$ cat src/rtl/core/ptrm_mod.sv
// Bit-serial remainder unit: dividend mod divisor, one dividend bit per cycle.
// Depends on nothing; used by the allocation search for alignment tracking.
module ptrm_mod (
  input  logic        clk,
  input  logic        rst,
  input  logic        start,
  input  logic [31:0] dividend,
  input  logic [31:0] divisor,
  output logic        done,
  output logic [31:0] rem
);

  logic        run;
  logic [4:0]  cnt;
  logic [31:0] sh;
  logic [32:0] trial;

  // shift in the next dividend bit
  assign trial = {rem, sh[31]};

  // restoring step per cycle, done after the last bit
  always_ff @(posedge clk) begin
    if (rst) begin
      run <= 1'b0;
      done <= 1'b0;
      cnt <= '0;
    end else begin
      done <= 1'b0;
      if (start) begin
        run <= 1'b1;
        cnt <= '0;
        rem <= '0;
        sh <= dividend;
      end else if (run) begin
        if (trial >= {1'b0, divisor}) begin
          rem <= 32'(trial - {1'b0, divisor});
        end else begin
          rem <= trial[31:0];
        end
        sh <= {sh[30:0], 1'b0};
        cnt <= cnt + 5'd1;
        if (cnt == 5'd31) begin
          run <= 1'b0;
          done <= 1'b1;
        end
      end
    end
  end

  a_done_after_run: assert property (@(posedge clk) disable iff (rst)
    done |-> $past(run)) else $error("remainder done without a running pass");
  a_start_idle: assert property (@(posedge clk) disable iff (rst)
    start |-> !run) else $error("remainder restarted mid pass");
  a_done_pulse: assert property (@(posedge clk) disable iff (rst)
    done |=> !done) else $error("remainder done held two cycles");

endmodule
$ cat config.mk
export PLATFORM = sky130hd
export DESIGN_NAME = ptrm_mod
export DESIGN_NICKNAME = d
export VERILOG_FILES = /design/src/rtl/core/ptrm_mod.sv
export SDC_FILE = /design/constraint.sdc
export NUM_CORES = 1
export LEC_CHECK = 0
export BUFFER_PORTS_ARGS = -buffer_cell sky130_fd_sc_hd__buf_2
export CAP_MARGIN = 40
export CORE_MARGIN = 5
export CORE_UTILIZATION = 60
export DETAILED_ROUTE_END_ITERATION = 10
export GPL_TIMING_DRIVEN = 1
export PLACE_DENSITY = 0.86
export SETUP_SLACK_MARGIN = 0.1
export SYNTH_ARGS = -nofsm -noshare
export SYNTH_HDL_FRONTEND = slang
export SYNTH_SLANG_ARGS = --single-unit
$ cat constraint.sdc
create_clock -name clk -period 9.5 [get_ports clk]
set_input_delay 1.9 -clock clk [delete_from_list [all_inputs] [get_ports clk]]
set_output_delay 1.9 -clock clk [all_outputs]
set_load 0.02 [all_outputs]
Word-level counts from Yosys, hierarchy flattened
Index checks and enable logic that the tools add are counted.

Input port bits: 67. Word-level logic and storage cells: 23. Output and inout bits: 33. Bits in registers: 71.

Muxes and demuxes: 8. Reduce and logical (&&, ||, !) cells: 4. Eq/ne operators: 1. Add/sub/neg operators: 2. $lt $le $gt $ge: 1. Bitwise logic cells: 2.

Operator list (count): two-way mux 32 bit (4); greater-or-equal comparator 33 x 32 -> 1 bit (1); subtractor 32 bit (1); adder 5 x 1 -> 5 bit (second input constant) (1); equality test 5 bit (second input constant) (1); two-way mux 1 bit (4); OR reduction 3 bit (1); inverter 1 bit (2); AND reduction 2 bit (1); nonzero test 2 bit (1); OR reduction 2 bit (1).

Longest topological paths before layout
Gate-level depths: netlist (run 1).

Word-level depth: 4. Depth in mapped cells: 13. Mapped depth without buffers: 12.

Worst setup path before layout (run 1)
Ideal clock, no wire load.

Kind: in2reg. Start point: input start. End point: register rem[0], enable pin. Slack: 3.752 ns. Cell stages on the path: 4. Arrival time: 5.262 ns. Buffers on the path: 2. Required time: 9.014 ns. Cells stage by stage: clkbuf_1 -> clkbuf_1 -> nor2_1 -> nor2_1.

Word-level cells in the longest chain between the ends: 2.

Ends and longest elaborated chain: from (decl) (RTL line 6) `input logic start,`; nonzero test 2 bit (no source line); AND reduction 2 bit (no source line); to (signal assigned) (RTL line 36) `rem <= 32'(trial - {1'b0, divisor});`; to (signal assigned) (RTL line 38) `rem <= trial[31:0];`; to (decl) (RTL line 10) `output logic [31:0] rem`.

No other way between the ends. A chain may end at the register's enable or synchronous reset.

Worst setup path in the final report (run 1)
Start point: input divisor[3]. End point: register rem[18], data pin.

Word-level cells in the longest chain between the ends: 3. Elaborated cells between the ends (all ways): 4.

Ends and longest elaborated chain: from (decl) (RTL line 8) `input logic [31:0] divisor,`; subtractor 32 bit / greater-or-equal comparator 33 x 32 -> 1 bit (equally long branches) (RTL line 36, 35); two-way mux 32 bit (*) (RTL line 35) `if (trial >= {1'b0, divisor}) begin`; two-way mux 32 bit (*) (RTL line 34) `end else if (run) begin`.

Mark *: on every way between the ends. The rest lies on a longest branch, timed or not. The select of a mux whose other input is x is not followed.

==> results.txt, run 1 <==
----------------------------------------------------
[Run status]
  Status ... completed

[Yosys]
  Post-synth EDFFs ... 64
  Post-Syn Area per Cell ... 10.4 sq um
  Portion of the post-synthesis area used by sequential elements ... 41.5%
  Number of synthesized register bits ... 71
  Area share of and/or/nand/nor cells after synthesis ... 11.6%
  Area leader, netlist ... edfxtp_1
  Cell count after synthesis ... 479
  Leading post-synthesis cells by cell area ... edfxtp_1 39%, ha_1 8.6%, mux2_2 7.0%, mux2i_1 4.2%, a21oi_1 3.5%
  Number of synthesis warnings ... 0
  Fraction of post-synthesis cell area in the top cell type by area ... 38.7%
  Compound-gate portion of the synthesized area ... 15.7%
  Multiplexer share of the synthesized area ... 11.3%
  Mapped Nets ... 581
  Primary flip-flop cell chosen by synthesis mapping ... edfxtp_1
  Post-synthesis adder-cell area fraction ... 8.96%
  Combinational family with the most area after synthesis ... compound AO/OA/AOI/OAI gates
  Netlist cell types ... 63
  Share of the synthesized netlist area taken by xor and xnor gates ... 5.11%
  Synth async-reset ratio ... 0%
  Post-Syn Area ... 4970 sq um

[Power and ir drop]
  Share of power burned in the clock network ... 27.1%
  Power Density ... 172 nW/um^2
  Leakage ... 2.54 nW
  Worst voltage drop across the vdd grid ... 0.132 mV
  Net switching power of the design ... 0.337 mW
  Net switching share of the total power ... 34.4%
  Sequential share of power ... 40.0%
  Combinational fraction of design power ... 32.9%
  Int Power ... 0.643 mW

[Setup path]
  Launch point of the critical path ... divisor[3]
  Cells along the critical path ... buf_2 -> inv_1 -> ha_1 -> nand3_1 -> a21o_1 -> a311o_1 -> o21ai_2 -> a41oi_4 -> o31ai_4 -> buf_4 -> mux2i_1 -> nor2_1
  Critical path peak fanout ... 22
  Crit end category ... flip-flop
  Crit-path max cell delay ... 0.76 ns
  Crit Reg-Reg Startpoint ... rem[2]
  Type of the setup path with the least slack ... input pin to flip-flop
  Worst Path Required ... 9.59 ns
  CP startpoint kind ... input pin
  Worst path arrival time ... 5.07 ns
  Worst-path cell with the longest stage delay ... o31ai_4

[Cells and area]
  Area occupied by multi-input gates ... 2630 sq um
  Count of filler cells inserted in the layout ... 635
  Net count reported at finish ... 672
  Sequential cell area in the final layout ... 2060 sq um
  Layout overhead on the synthesized area ... 14.8%
  Share of the core filled with cells in the final layout ... 70.2%
  Most frequent cells in the layout ... 99 x buf_2, 64 x edfxtp_1, 43 x nor2_1
  Most common cell after layout, fill and taps aside ... buf_2
  Inserted Diodes ... 0
  Share of layout cells above drive strength 1 ... 28.9%

[Clocking]
  CTS resizes ... 0
  Number of buffers created by CTS ... 9
  Post CTS Setup Buffer Count ... 0
  Clk slew on worst S/H paths ... 0.08 ns
  CTS sink cnt ... 71
  Source-to-sink clock delay at the later pin of the worst-skew pair ... 0.36 ns
  Root Driver ... clkbuf_8
  Largest buffer count on any clock path ... 2
  TritonCTS clock tree ... built
  CTS H-Tree Depth ... 3
  CTS Hold Bufs ... 0

[Worst hold path]
  Hold/Removal Path Class ... flip-flop to flip-flop
  HP Start ... cnt[4]

[Floorplan]
  Die footprint ... 10200 sq um
  Std-Cell Core Area ... 8130 sq um
  Die width ... 101 um
  Rows ... 33
  Floorplan die height ... 101 um
  Starting density of the core ... 61.1%
  I/O pins ... 100

[Global route]
  Initial antenna violation count ... 0
  Aggregate global-route resource usage ... 23.6%
  Overflow left after global routing ... 0
  Wire length of the first global-routing pass ... 19.3 mm
  Via count of the first global-routing pass ... 4240
  Largest net degree at the start of global routing ... 65

[Timing]
  Number of setup violations in the final report ... 0
  Sum Neg Setup Slack ... 0 ns
  Final-report hold violation count ... 0
  Final worst clock skew ... 0.00956 ns
  Number of max-slew violations in the final report ... 0
  Final clock period utilization by the worst path ... 52.5%
  Worst slew pin tran ... 0.887 ns
  Unrepaired setup endpoints after global routing ... no
  Max-slew headroom at the worst pin ... 40.9%
  Top achievable clock speed ... 201 MHz
  Minimum clock period after layout ... 4.98 ns

[Routing]
  Top layer in use ... met4
  Aggregate routed wire length ... 11.5 mm
  Met2 Wirelength ... 5.86 mm
  Via count ... 4017
  DRT iter0 DRCs ... 137
  Met3 wire len ... 911 um
  Routed met1 length ... 4.49 mm
  DRC Markers ... 0
  Routed WL per cell ... 17.0 um
  Final ANT Viol Nets ... 0
  Count of TritonRoute iterations in the first routing pass ... 5
  Routed vias/inst ... 5.91

[Placed design]
  RD Place Congestion ... 0.927
  Port Buffer Count ... 99
  HPWL reported at the end of detailed placement ... 8.34 mm

[Job]
  Count of max-cap constraint violations ... 0

----------------------------------------------------
-- power groups by stage --
stage / Clock (mW) / Sequential, mW / Combinational [mW]
2_1_floorplan: 0 / 0.413 / 0.232
3_3_place_gp: 0 / 0.398 / 0.306
3_5_place_dp: 0 / 0.399 / 0.317
4_1_cts: 0.270 / 0.393 / 0.321
5_1_grt: 0.283 / 0.395 / 0.355
6_report: 0.265 / 0.392 / 0.322
-- synthesized netlist by cell type (all sizes together), types with 3 or more instances --
master and instances:
edfxtp 64, nor2 47, inv 40, a21oi 35, ha 34, mux2 31
nand2 26, mux2i 21, xnor2 18, clkbuf 16, o21ai 15, nand3 14
a21o 13, xor2 11, a211oi 8, nand4 8, and3 7, dfxtp 7
buf 6, o31ai 5, a31oi 4, a21boi 3, nor3 3, o41ai 3
-- final timing paths --
kind	slack, ns	cells after the start	to
min	0.52	2	cnt[4]
max	4.52	12	rem[18]
max reg2reg	5.72	10	rem[18]
min reg2reg	0.52	2	cnt[4]
-- area by class of cell --
type / count / share of cell area, %
sequential: 71 / 36.1
tap: 105 / 2.30
clock inverter: 6 / 1.32
multi-input combinational: 345 / 46.1
clock buffer: 10 / 2.41
timing repair buffer: 102 / 9.08
inverter: 41 / 2.70
-- per-stage QoR --
stage          instance area [sq um]  instances  hold WS, ns  total power [mW]  worst slack, ns
3_3_place_gp                    5490        664        0.484             0.704             4.27
3_5_place_dp                    5490        664        0.505             0.716             4.16
5_1_grt                         5710        680        0.558              1.03             4.27
6_report                        5710        680        0.524             0.979             4.52
4_1_cts                         5710        680        0.530             0.984             4.51
2_1_floorplan                   4970        479        0.467             0.646             3.75
-- registers in the layout, summed over array words and instances, names as in the netlist --
signal,count
run,1
rem,32
done,1
cnt,5
sh,32
-- cells by family after synthesis --
family	count (synthesis)
xor+xnor	29
fa+ha+maj	35
compound gates	108
flops	71
buf+inv	63
simple gates	121
mux	52
-- layer usage --
| layer | vias to the layer above | track usage, % |
|---|---|---|
| li1 | 1942 | - |
| met1 | 1899 | 27.0 |
| met2 | 149 | 41.5 |
| met3 | 27 | 6.16 |
| met4 | 0 | 10.3 |
| met5 | - | 0 |
-- worst max-delay path: cells and delay by family --
kind / cells / cell delay, ns
AO/OA/AOI/OAI: 5 / 1.79
AND/OR/NAND/NOR: 2 / 0.19
buffers and inverters: 3 / 0.57
multiplexers: 1 / 0.24
adder cells (fa/ha/maj): 1 / 0.37
Note: power is estimated with default switching activity, not from simulation.
==> inputs of run 2 (changes only) <==
ABC_AREA = 1   (was not set)
CORE_UTILIZATION = 58   (was 60)
PLACE_DENSITY = 0.82   (was 0.86)
clock period = 5.05 ns   (was 9.5 ns; I/O delays follow)
==> run 2 against run 1 <==
Compared with the run above: non-clock buffer count decreased by 1; clock skew increased by 0.0043 ns; total power increased by 97%; wire length increased by 23%; sequential power increased by 85%; critical path depth decreased by 7; utilization decreased by 3.1 points; worst setup slack got worse by 2.5 ns; final cell count increased by 71%; worst hold slack got worse by 0.048 ns; critical path type unchanged; area after synthesis increased by 22%.
==> results.txt, run 2 <==
----------------------------------------------------
[Placed design]
  Port Buffer Count ... 99 (unchanged)
  Total placed instance area ... 6670 sq um (+21%)
  HPWL reported at the end of detailed placement ... 10.7 mm (+29%)
  RD Place Congestion ... 0.950 (+2.5%)

[Cells and area]
  Count of filler cells inserted in the layout ... 946 (+49%)
  Summed area of non-filler cells in the final layout ... 6900 sq um (+21%)
  Regs by FF count ... rem: 32 flops, sh: 32 flops, cnt: 5 flops
  Net count reported at finish ... 1121 (+67%)
  Share of layout cells above drive strength 1 ... 15.6% (-13 points)
  Most frequent cells in the layout ... 374 x nand2_1, 174 x inv_1, 101 x nor2_1
  Inserted Diodes ... 0 (unchanged)
  Most common cell after layout, fill and taps aside ... nand2_1
  Layout overhead on the synthesized area ... 13.4%

[Yosys]
  Area leader, netlist ... edfxtp_1
  Post-synth EDFFs ... 64 (unchanged)
  Fraction of post-synthesis cell area in the top cell type by area ... 31.6% (-7.1 points)
  Primary flip-flop cell chosen by synthesis mapping ... edfxtp_1
  Most numerous cell in the Yosys netlist ... nand2_1
  Netlist cell types ... 31 (-51%)
  Mapped Nets ... 1029 (+77%)
  Most frequent cells after synthesis ... 374 x nand2_1, 174 x inv_1, 101 x nor2_1
  Post-Syn Area per Cell ... 6.56 sq um (-37%)
  Cell count after synthesis ... 927 (+94%)
  Number of synthesis warnings ... 0 (unchanged)
  Post-Syn Area ... 6080 sq um (+22%)
  Number of synthesized register bits ... 71 (unchanged)
  Leading post-synthesis cells by cell area ... edfxtp_1 32%, nand2_1 23%, inv_1 11%, ha_1 7.0%, nor2_1 6.2%
  Portion of the post-synthesis area used by sequential elements ... 33.9% (-7.6 points)
  Synth async-reset ratio ... 0% (unchanged)

[Floorplan]
  Rows ... 37 (+12%)
  Floorplan die height ... 112 um (+11%)
  Starting density of the core ... 59.2% (-1.9 points)
  Die width ... 112 um (+11%)
  Die footprint ... 12600 sq um (+24%)
  I/O pins ... 100 (unchanged)
  Std-Cell Core Area ... 10300 sq um (+26%)

[Setup path]
  Cell depth of the worst flop-to-flop path ... 9 (-1)
  Crit end category ... flip-flop
  Reg-to-reg setup timing slack ... 2.43 ns (-3.29 ns)
  CP startpoint kind ... input pin
  Type of the setup path with the least slack ... input pin to flip-flop
  Critical path peak fanout ... 47 (+110%)
  End of the worst register-to-register path ... rem[0]
  Worst path arrival time ... 3.07 ns (-2.00 ns)
  Crit Reg-Reg Startpoint ... rem[27]
  Worst Path Required ... 5.11 ns (-4.48 ns)

[Timing]
  Max-slew headroom at the worst pin ... 40.2% (-0.73 points)
  Worst slew pin tran ... 0.896 ns (+0.00900 ns)
  Final-report hold violation count ... 0 (unchanged)
  Minimum clock period after layout ... 3.01 ns
  Sum Neg Setup Slack ... 0 ns (unchanged)
  Number of setup violations in the final report ... 0 (unchanged)
  Final clock period utilization by the worst path ... 59.7%
  Number of max-slew violations in the final report ... 0 (unchanged)
  Final worst clock skew ... 0.0138 ns (+0.00427 ns)
  Unrepaired setup endpoints after global routing ... no
  Top achievable clock speed ... 332 MHz

[Global route]
  Wire length of the first global-routing pass ... 23.9 mm (+24%)
  Largest net degree at the start of global routing ... 48 (-26%)
  Aggregate global-route resource usage ... 22.8% (-0.80 points)
  Via count of the first global-routing pass ... 5324 (+26%)
  Initial antenna violation count ... 1 (+1)
  Overflow left after global routing ... 0 (unchanged)

[Clocking]
  Root Driver ... clkbuf_8
  CTS resizes ... 0 (unchanged)
  CTS sink cnt ... 71 (unchanged)
  TritonCTS clock tree ... built
  Number of buffers created by CTS ... 9 (unchanged)
  CTS Hold Bufs ... 0 (unchanged)
  Source-to-sink clock delay at the later pin of the worst-skew pair ... 0.36 ns (about the same)
  Clk slew on worst S/H paths ... 0.09 ns (about the same)
  Post CTS Setup Buffer Count ... 0 (unchanged)
  CTS H-Tree Depth ... 3 (unchanged)
  Largest buffer count on any clock path ... 2 (unchanged)

[Routing]
  Via count ... 5662 (+41%)
  DRC Markers ... 0 (unchanged)
  Routed WL per cell ... 12.2 um (-28%)
  DRT iter0 DRCs ... 285 (+110%)
  Routed vias/inst ... 4.88 (-17%)
  Aggregate routed wire length ... 14.2 mm (+23%)
  Final ANT Viol Nets ... 0 (unchanged)
  Count of TritonRoute iterations in the first routing pass ... 4 (-1)

[Job]
  Count of max-cap constraint violations ... 0 (unchanged)

[Worst hold path]
  Hold/Removal Path Class ... flip-flop to flip-flop
  Hold Path Depth ... 2 (unchanged)
  Endpoint with the worst hold slack ... cnt[4]
  HP Start ... cnt[4]

[Power and ir drop]
  Power Density ... 280 nW/um^2 (+63%)
  Worst voltage drop across the vdd grid ... 0.222 mV (+68%)
  Leakage ... 3.90 nW (+53%)

[Run status]
  Status ... completed

----------------------------------------------------
[run 2: metrics by stage]
stage	setup slack (ns)	cells	power [mW]	hold WS (ns)	utilization, %
2_1_floorplan	1.47	927	1.24	0.445	-
3_3_place_gp	1.53	1143	1.38	0.457	64.7
3_5_place_dp	1.64	1144	1.39	0.466	64.9
4_1_cts	2.03	1160	1.94	0.478	67.1
5_1_grt	1.83	1160	2.06	0.512	67.1
6_report	2.04	1160	1.93	0.476	67.1
[run 2: final cells by class]
class	instances	area [sq um]	area share [%]
multi-input cells	656	3220	46.7
clock inverters	7	104	1.51
well taps	136	170	2.47
clock buffers	9	124	1.80
inverters	180	678	9.83
flip-flops and latches	71	2060	29.9
repair buffers	101	536	7.76
[run 2: how the worst max path moves through the flow]
| stage | endpoint | slack [ns] | start | depth (start not counted) |
|---|---|---|---|---|
| 2_1_floorplan | rem[0] | 1.47 | start | 3 |
| 3_3_place_gp | rem[21] | 1.53 | start | 4 |
| 3_5_place_dp | rem[22] | 1.64 | start | 5 |
| 4_1_cts | sh[27] | 2.03 | start | 5 |
| 5_1_grt | rem[0] | 1.83 | divisor[19] | 14 |
| 6_report | rem[22] | 2.04 | start | 5 |
[run 2: logic make-up after synthesis]
family	Yosys count	share of synthesized area, %
AO/OA/AOI/OAI	28	2.70
adder cells (fa/ha/maj)	35	7.33
buffers and inverters	200	13.3
AND/OR/NAND/NOR	579	40.8
XOR/XNOR	14	2.02
flip-flops	71	33.9
[run 2: layer usage]
metal,wire (um),vias to the layer above,GRT usage [%]
li1,-,2991,-
met1,6420,2511,29.5
met2,6590,132,38.7
met3,847,26,4.53
met4,300,2,7.05
met5,13,-,0
[run 2: worst max-delay path: stages]
cell and delay (ns):
buf_2 0.45, inv_2 0.28, buf_12 0.27, a21oi_4 0.71, buf_12 0.32
[run 2: power by group]
part / switching (mW) / internal (mW) / leakage, nW
Combinational: 0.430 / 0.233 / 3.11
Clock: 0.256 / 0.285 / 0.108
Sequential: 0.0245 / 0.703 / 0.678
Total: 0.710 / 1.22 / 3.90
==> inputs of run 3 (changes only) <==
ABC_AREA = 0   (was 1)
CORE_UTILIZATION = 56   (was 58)
PLACE_DENSITY = 0.81   (was 0.82)
clock period = 2.9 ns   (was 5.05 ns; I/O delays follow)
==> run 3 against run 2 <==
Compared with the run above: the run now ends with setup timing left; sequential power increased by 77%; critical path depth increased by 6; via count decreased by 20%; sequential share of layout area increased by 0.51 points; combinational power increased by 130%; largest cell class unchanged.
==> results.txt, run 3 (synthesis results as in run 1) <==
----------------------------------------------------
[Timing]
  Worst slew pin tran ... 0.562 ns (-0.334 ns)
  Top achievable clock speed ... 340 MHz
  Final worst clock skew ... 0.0219 ns (+0.00806 ns)
  Unrepaired setup endpoints after global routing ... yes
  Final clock period utilization by the worst path ... 101%
  Max-slew headroom at the worst pin ... 62.4% (+22 points)
  Final-report hold violation count ... 0 (unchanged)
  Number of max-slew violations in the final report ... 0 (unchanged)
  Number of setup violations in the final report ... 3 (+3)
  Minimum clock period after layout ... 2.94 ns
  Fin worst setup slack ... -0.0385 ns (-2.07 ns)

[Cells and area]
  Inserted Diodes ... 0 (unchanged)
  Most frequent cells in the layout ... 99 x buf_2, 76 x buf_4, 64 x edfxtp_1
  Area occupied by multi-input gates ... 2920 sq um (-9.4%)
  Share of the core filled with cells in the final layout ... 78.1% (+11 points)
  Count of filler cells inserted in the layout ... 539 (-43%)
  Summed area of non-filler cells in the final layout ... 6780 sq um (-1.7%)
  Share of layout cells above drive strength 1 ... 44.6% (+29 points)
  Most common cell after layout, fill and taps aside ... buf_2
  Layout overhead on the synthesized area ... 36.4%
  Net count reported at finish ... 760 (-32%)
  Sequential cell area in the final layout ... 2060 sq um (unchanged)
  Regs by FF count ... rem: 32 flops, sh: 32 flops, cnt: 5 flops

[Placed design]
  RD Place Congestion ... 0.922 (-2.9%)
  Port Buffer Count ... 99 (unchanged)
  Total placed instance area ... 6120 sq um (-8.2%)
  HPWL reported at the end of detailed placement ... 8.96 mm (-17%)

[Global route]
  Aggregate global-route resource usage ... 23.4% (+0.56 points)
  Overflow left after global routing ... 0 (unchanged)
  Largest net degree at the start of global routing ... 41 (-15%)
  Via count of the first global-routing pass ... 4566 (-14%)
  Wire length of the first global-routing pass ... 21.1 mm (-12%)
  Initial antenna violation count ... 0 (-1)

[Power and ir drop]
  Share of power burned in the clock network ... 22.5% (-5.5 points)
  Leakage ... 3.04 nW (-22%)
  Worst voltage drop across the vdd grid ... 0.369 mV (+66%)
  Power Density ... 533 nW/um^2 (+90%)
  Net switching power of the design ... 1.30 mW (+84%)
  Sequential share of power ... 35.5% (-2.2 points)
  Net switching share of the total power ... 36.0% (-0.74 points)
  Overall power consumption ... 3.62 mW (+87%)
  Int Power ... 2.31 mW (+89%)
  Combinational fraction of design power ... 42.0% (+7.7 points)

[Setup path]
  CP startpoint kind ... flip-flop
  Reg-to-reg setup timing slack ... -0.04 ns (-2.47 ns)
  Worst Path Required ... 3.02 ns (-2.09 ns)
  Cell with the most instances on the worst path ... buf_4
  Crit path capture ... rem[30]
  End of the worst register-to-register path ... rem[30]
  Crit-path max cell delay ... 0.44 ns (-0.27 ns)
  Worst-path cell with the longest stage delay ... edfxtp_1
  Launch point of the critical path ... rem[3]
  Worst path arrival time ... 3.06 ns (about the same)
  Crit end category ... flip-flop
  Critical path peak fanout ... 5 (-89%)
  Cells along the critical path ... ha_4 -> a21o_1 -> buf_4 -> buf_4 -> a221oi_4 -> o221ai_2 -> a311oi_2 -> nor2_2 -> a221oi_2 -> xor2_1 -> o21ai_1
  Cell depth of the worst flop-to-flop path ... 11 (+2)
  Type of the setup path with the least slack ... flip-flop to flip-flop
  Crit Reg-Reg Startpoint ... rem[3]

[Floorplan]
  Std-Cell Core Area ... 8680 sq um (-16%)
  Starting density of the core ... 57.3% (-1.9 points)
  I/O pins ... 100 (unchanged)
  Die width ... 104 um (-7.3%)
  Floorplan die height ... 104 um (-7.3%)
  Rows ... 34 (-8.1%)
  Die footprint ... 10900 sq um (-14%)

[Routing]
  Aggregate routed wire length ... 13.7 mm (-3.5%)
  Count of TritonRoute iterations in the first routing pass ... 8 (+4)
  Routed WL per cell ... 17.8 um (+45%)
  DRT iter0 DRCs ... 332 (+16%)
  DRC Markers ... 0 (unchanged)
  Routed vias/inst ... 5.87 (+20%)
  Via count ... 4523 (-20%)
  Final ANT Viol Nets ... 0 (unchanged)

[Clocking]
  Number of buffers created by CTS ... 9 (unchanged)
  Largest buffer count on any clock path ... 2 (unchanged)
  Source-to-sink clock delay at the later pin of the worst-skew pair ... 0.37 ns (about the same)
  CTS Hold Bufs ... 0 (unchanged)
  Clk slew on worst S/H paths ... 0.10 ns (about the same)
  CTS H-Tree Depth ... 3 (unchanged)
  CTS sink cnt ... 71 (unchanged)
  TritonCTS clock tree ... built
  Root Driver ... clkbuf_8

[Worst hold path]
  HP Start ... rst
  Hold/Removal Path Class ... input pin to flip-flop

[Job]
  Count of max-cap constraint violations ... 0 (unchanged)

[Run status]
  Status ... finished, violations left
  Failing checks ... setup timing

----------------------------------------------------
==> run 3: cell count changes in the layout (fill, tap and decap cells not counted), sizes merged, moves of 12 or more <==
cell    previous run  this run
inv              183        44
nand3b            17         1
xnor2              1        18
nand2            380        26
buf              101       189
a21oi             23        35
mux2i              0        21
nor2             112        47
mux2               0        31
o21ai              0        15
nand3             44        14
==> run 3: what timing repair did <==
item                                   in CTS  in global routing
buffers inserted                           13                 16
gates resized for setup                     7                 33
setup endpoints to repair                  25                 32
pin swaps                                  19                 21
cloned                                      2                  1
endpoints found under the hold margin       0                  0
==> run 3: final cells by class <==
| cell class | instances | share of cell area [%] |
|---|---|---|
| inverters | 41 | 2.45 |
| flip-flops and latches | 71 | 30.4 |
| clock inverters | 7 | 1.09 |
| repair buffers | 190 | 19.2 |
| clock buffers | 9 | 1.83 |
| multi-input cells | 345 | 43.1 |
| well taps | 108 | 1.99 |
==> run 3: worst max-delay path: cells and delay by family, from the launching register on <==
kind | cells | cell delay [ns]
adder cells (fa/ha/maj) | 1 | 0.29
AO/OA/AOI/OAI | 6 | 1.36
XOR/XNOR | 1 | 0.20
flip-flops | 1 | 0.44
buffers and inverters | 2 | 0.27
AND/OR/NAND/NOR | 1 | 0.14
==> run 3: routing by layer <==
layer	wire, um	global-route usage [%]
met2	6970	40.9
met1	5420	27.5
met4	358	10.1
met3	937	5.21
met5	0	0
==> run 3: power by group through the flow <==
stage	clock (mW)	sequential, mW	combinational (mW)
detailed placement	0	1.31	1.25
CTS	0.822	1.28	1.34
global route	0.879	1.29	1.63
floorplan	0	1.35	0.816
global placement	0	1.31	1.21
finish	0.813	1.29	1.52
==> run 3: worst min path at each step <==
stage	endpoint	slack [ns]	cells after the start
after CTS	run	0.43	2
after floorplan	cnt[4]	0.47	2
after global placement	cnt[4]	0.48	2
after detailed placement	cnt[3]	0.51	2
after global routing	run	0.44	2
final	run	0.44	2
==> run 3: metrics by stage <==
stage	worst slack, ns	cells	hold WS (ns)	setup TNS, ns
floorplan	-0.0577	479	0.467	-0.156
global placement	-0.251	723	0.483	-5.63
detailed placement	-0.305	723	0.509	-6.65
CTS	0.0480	754	0.431	0
global route	-0.122	771	0.441	-1.54
finish	-0.0385	771	0.441	-0.0656
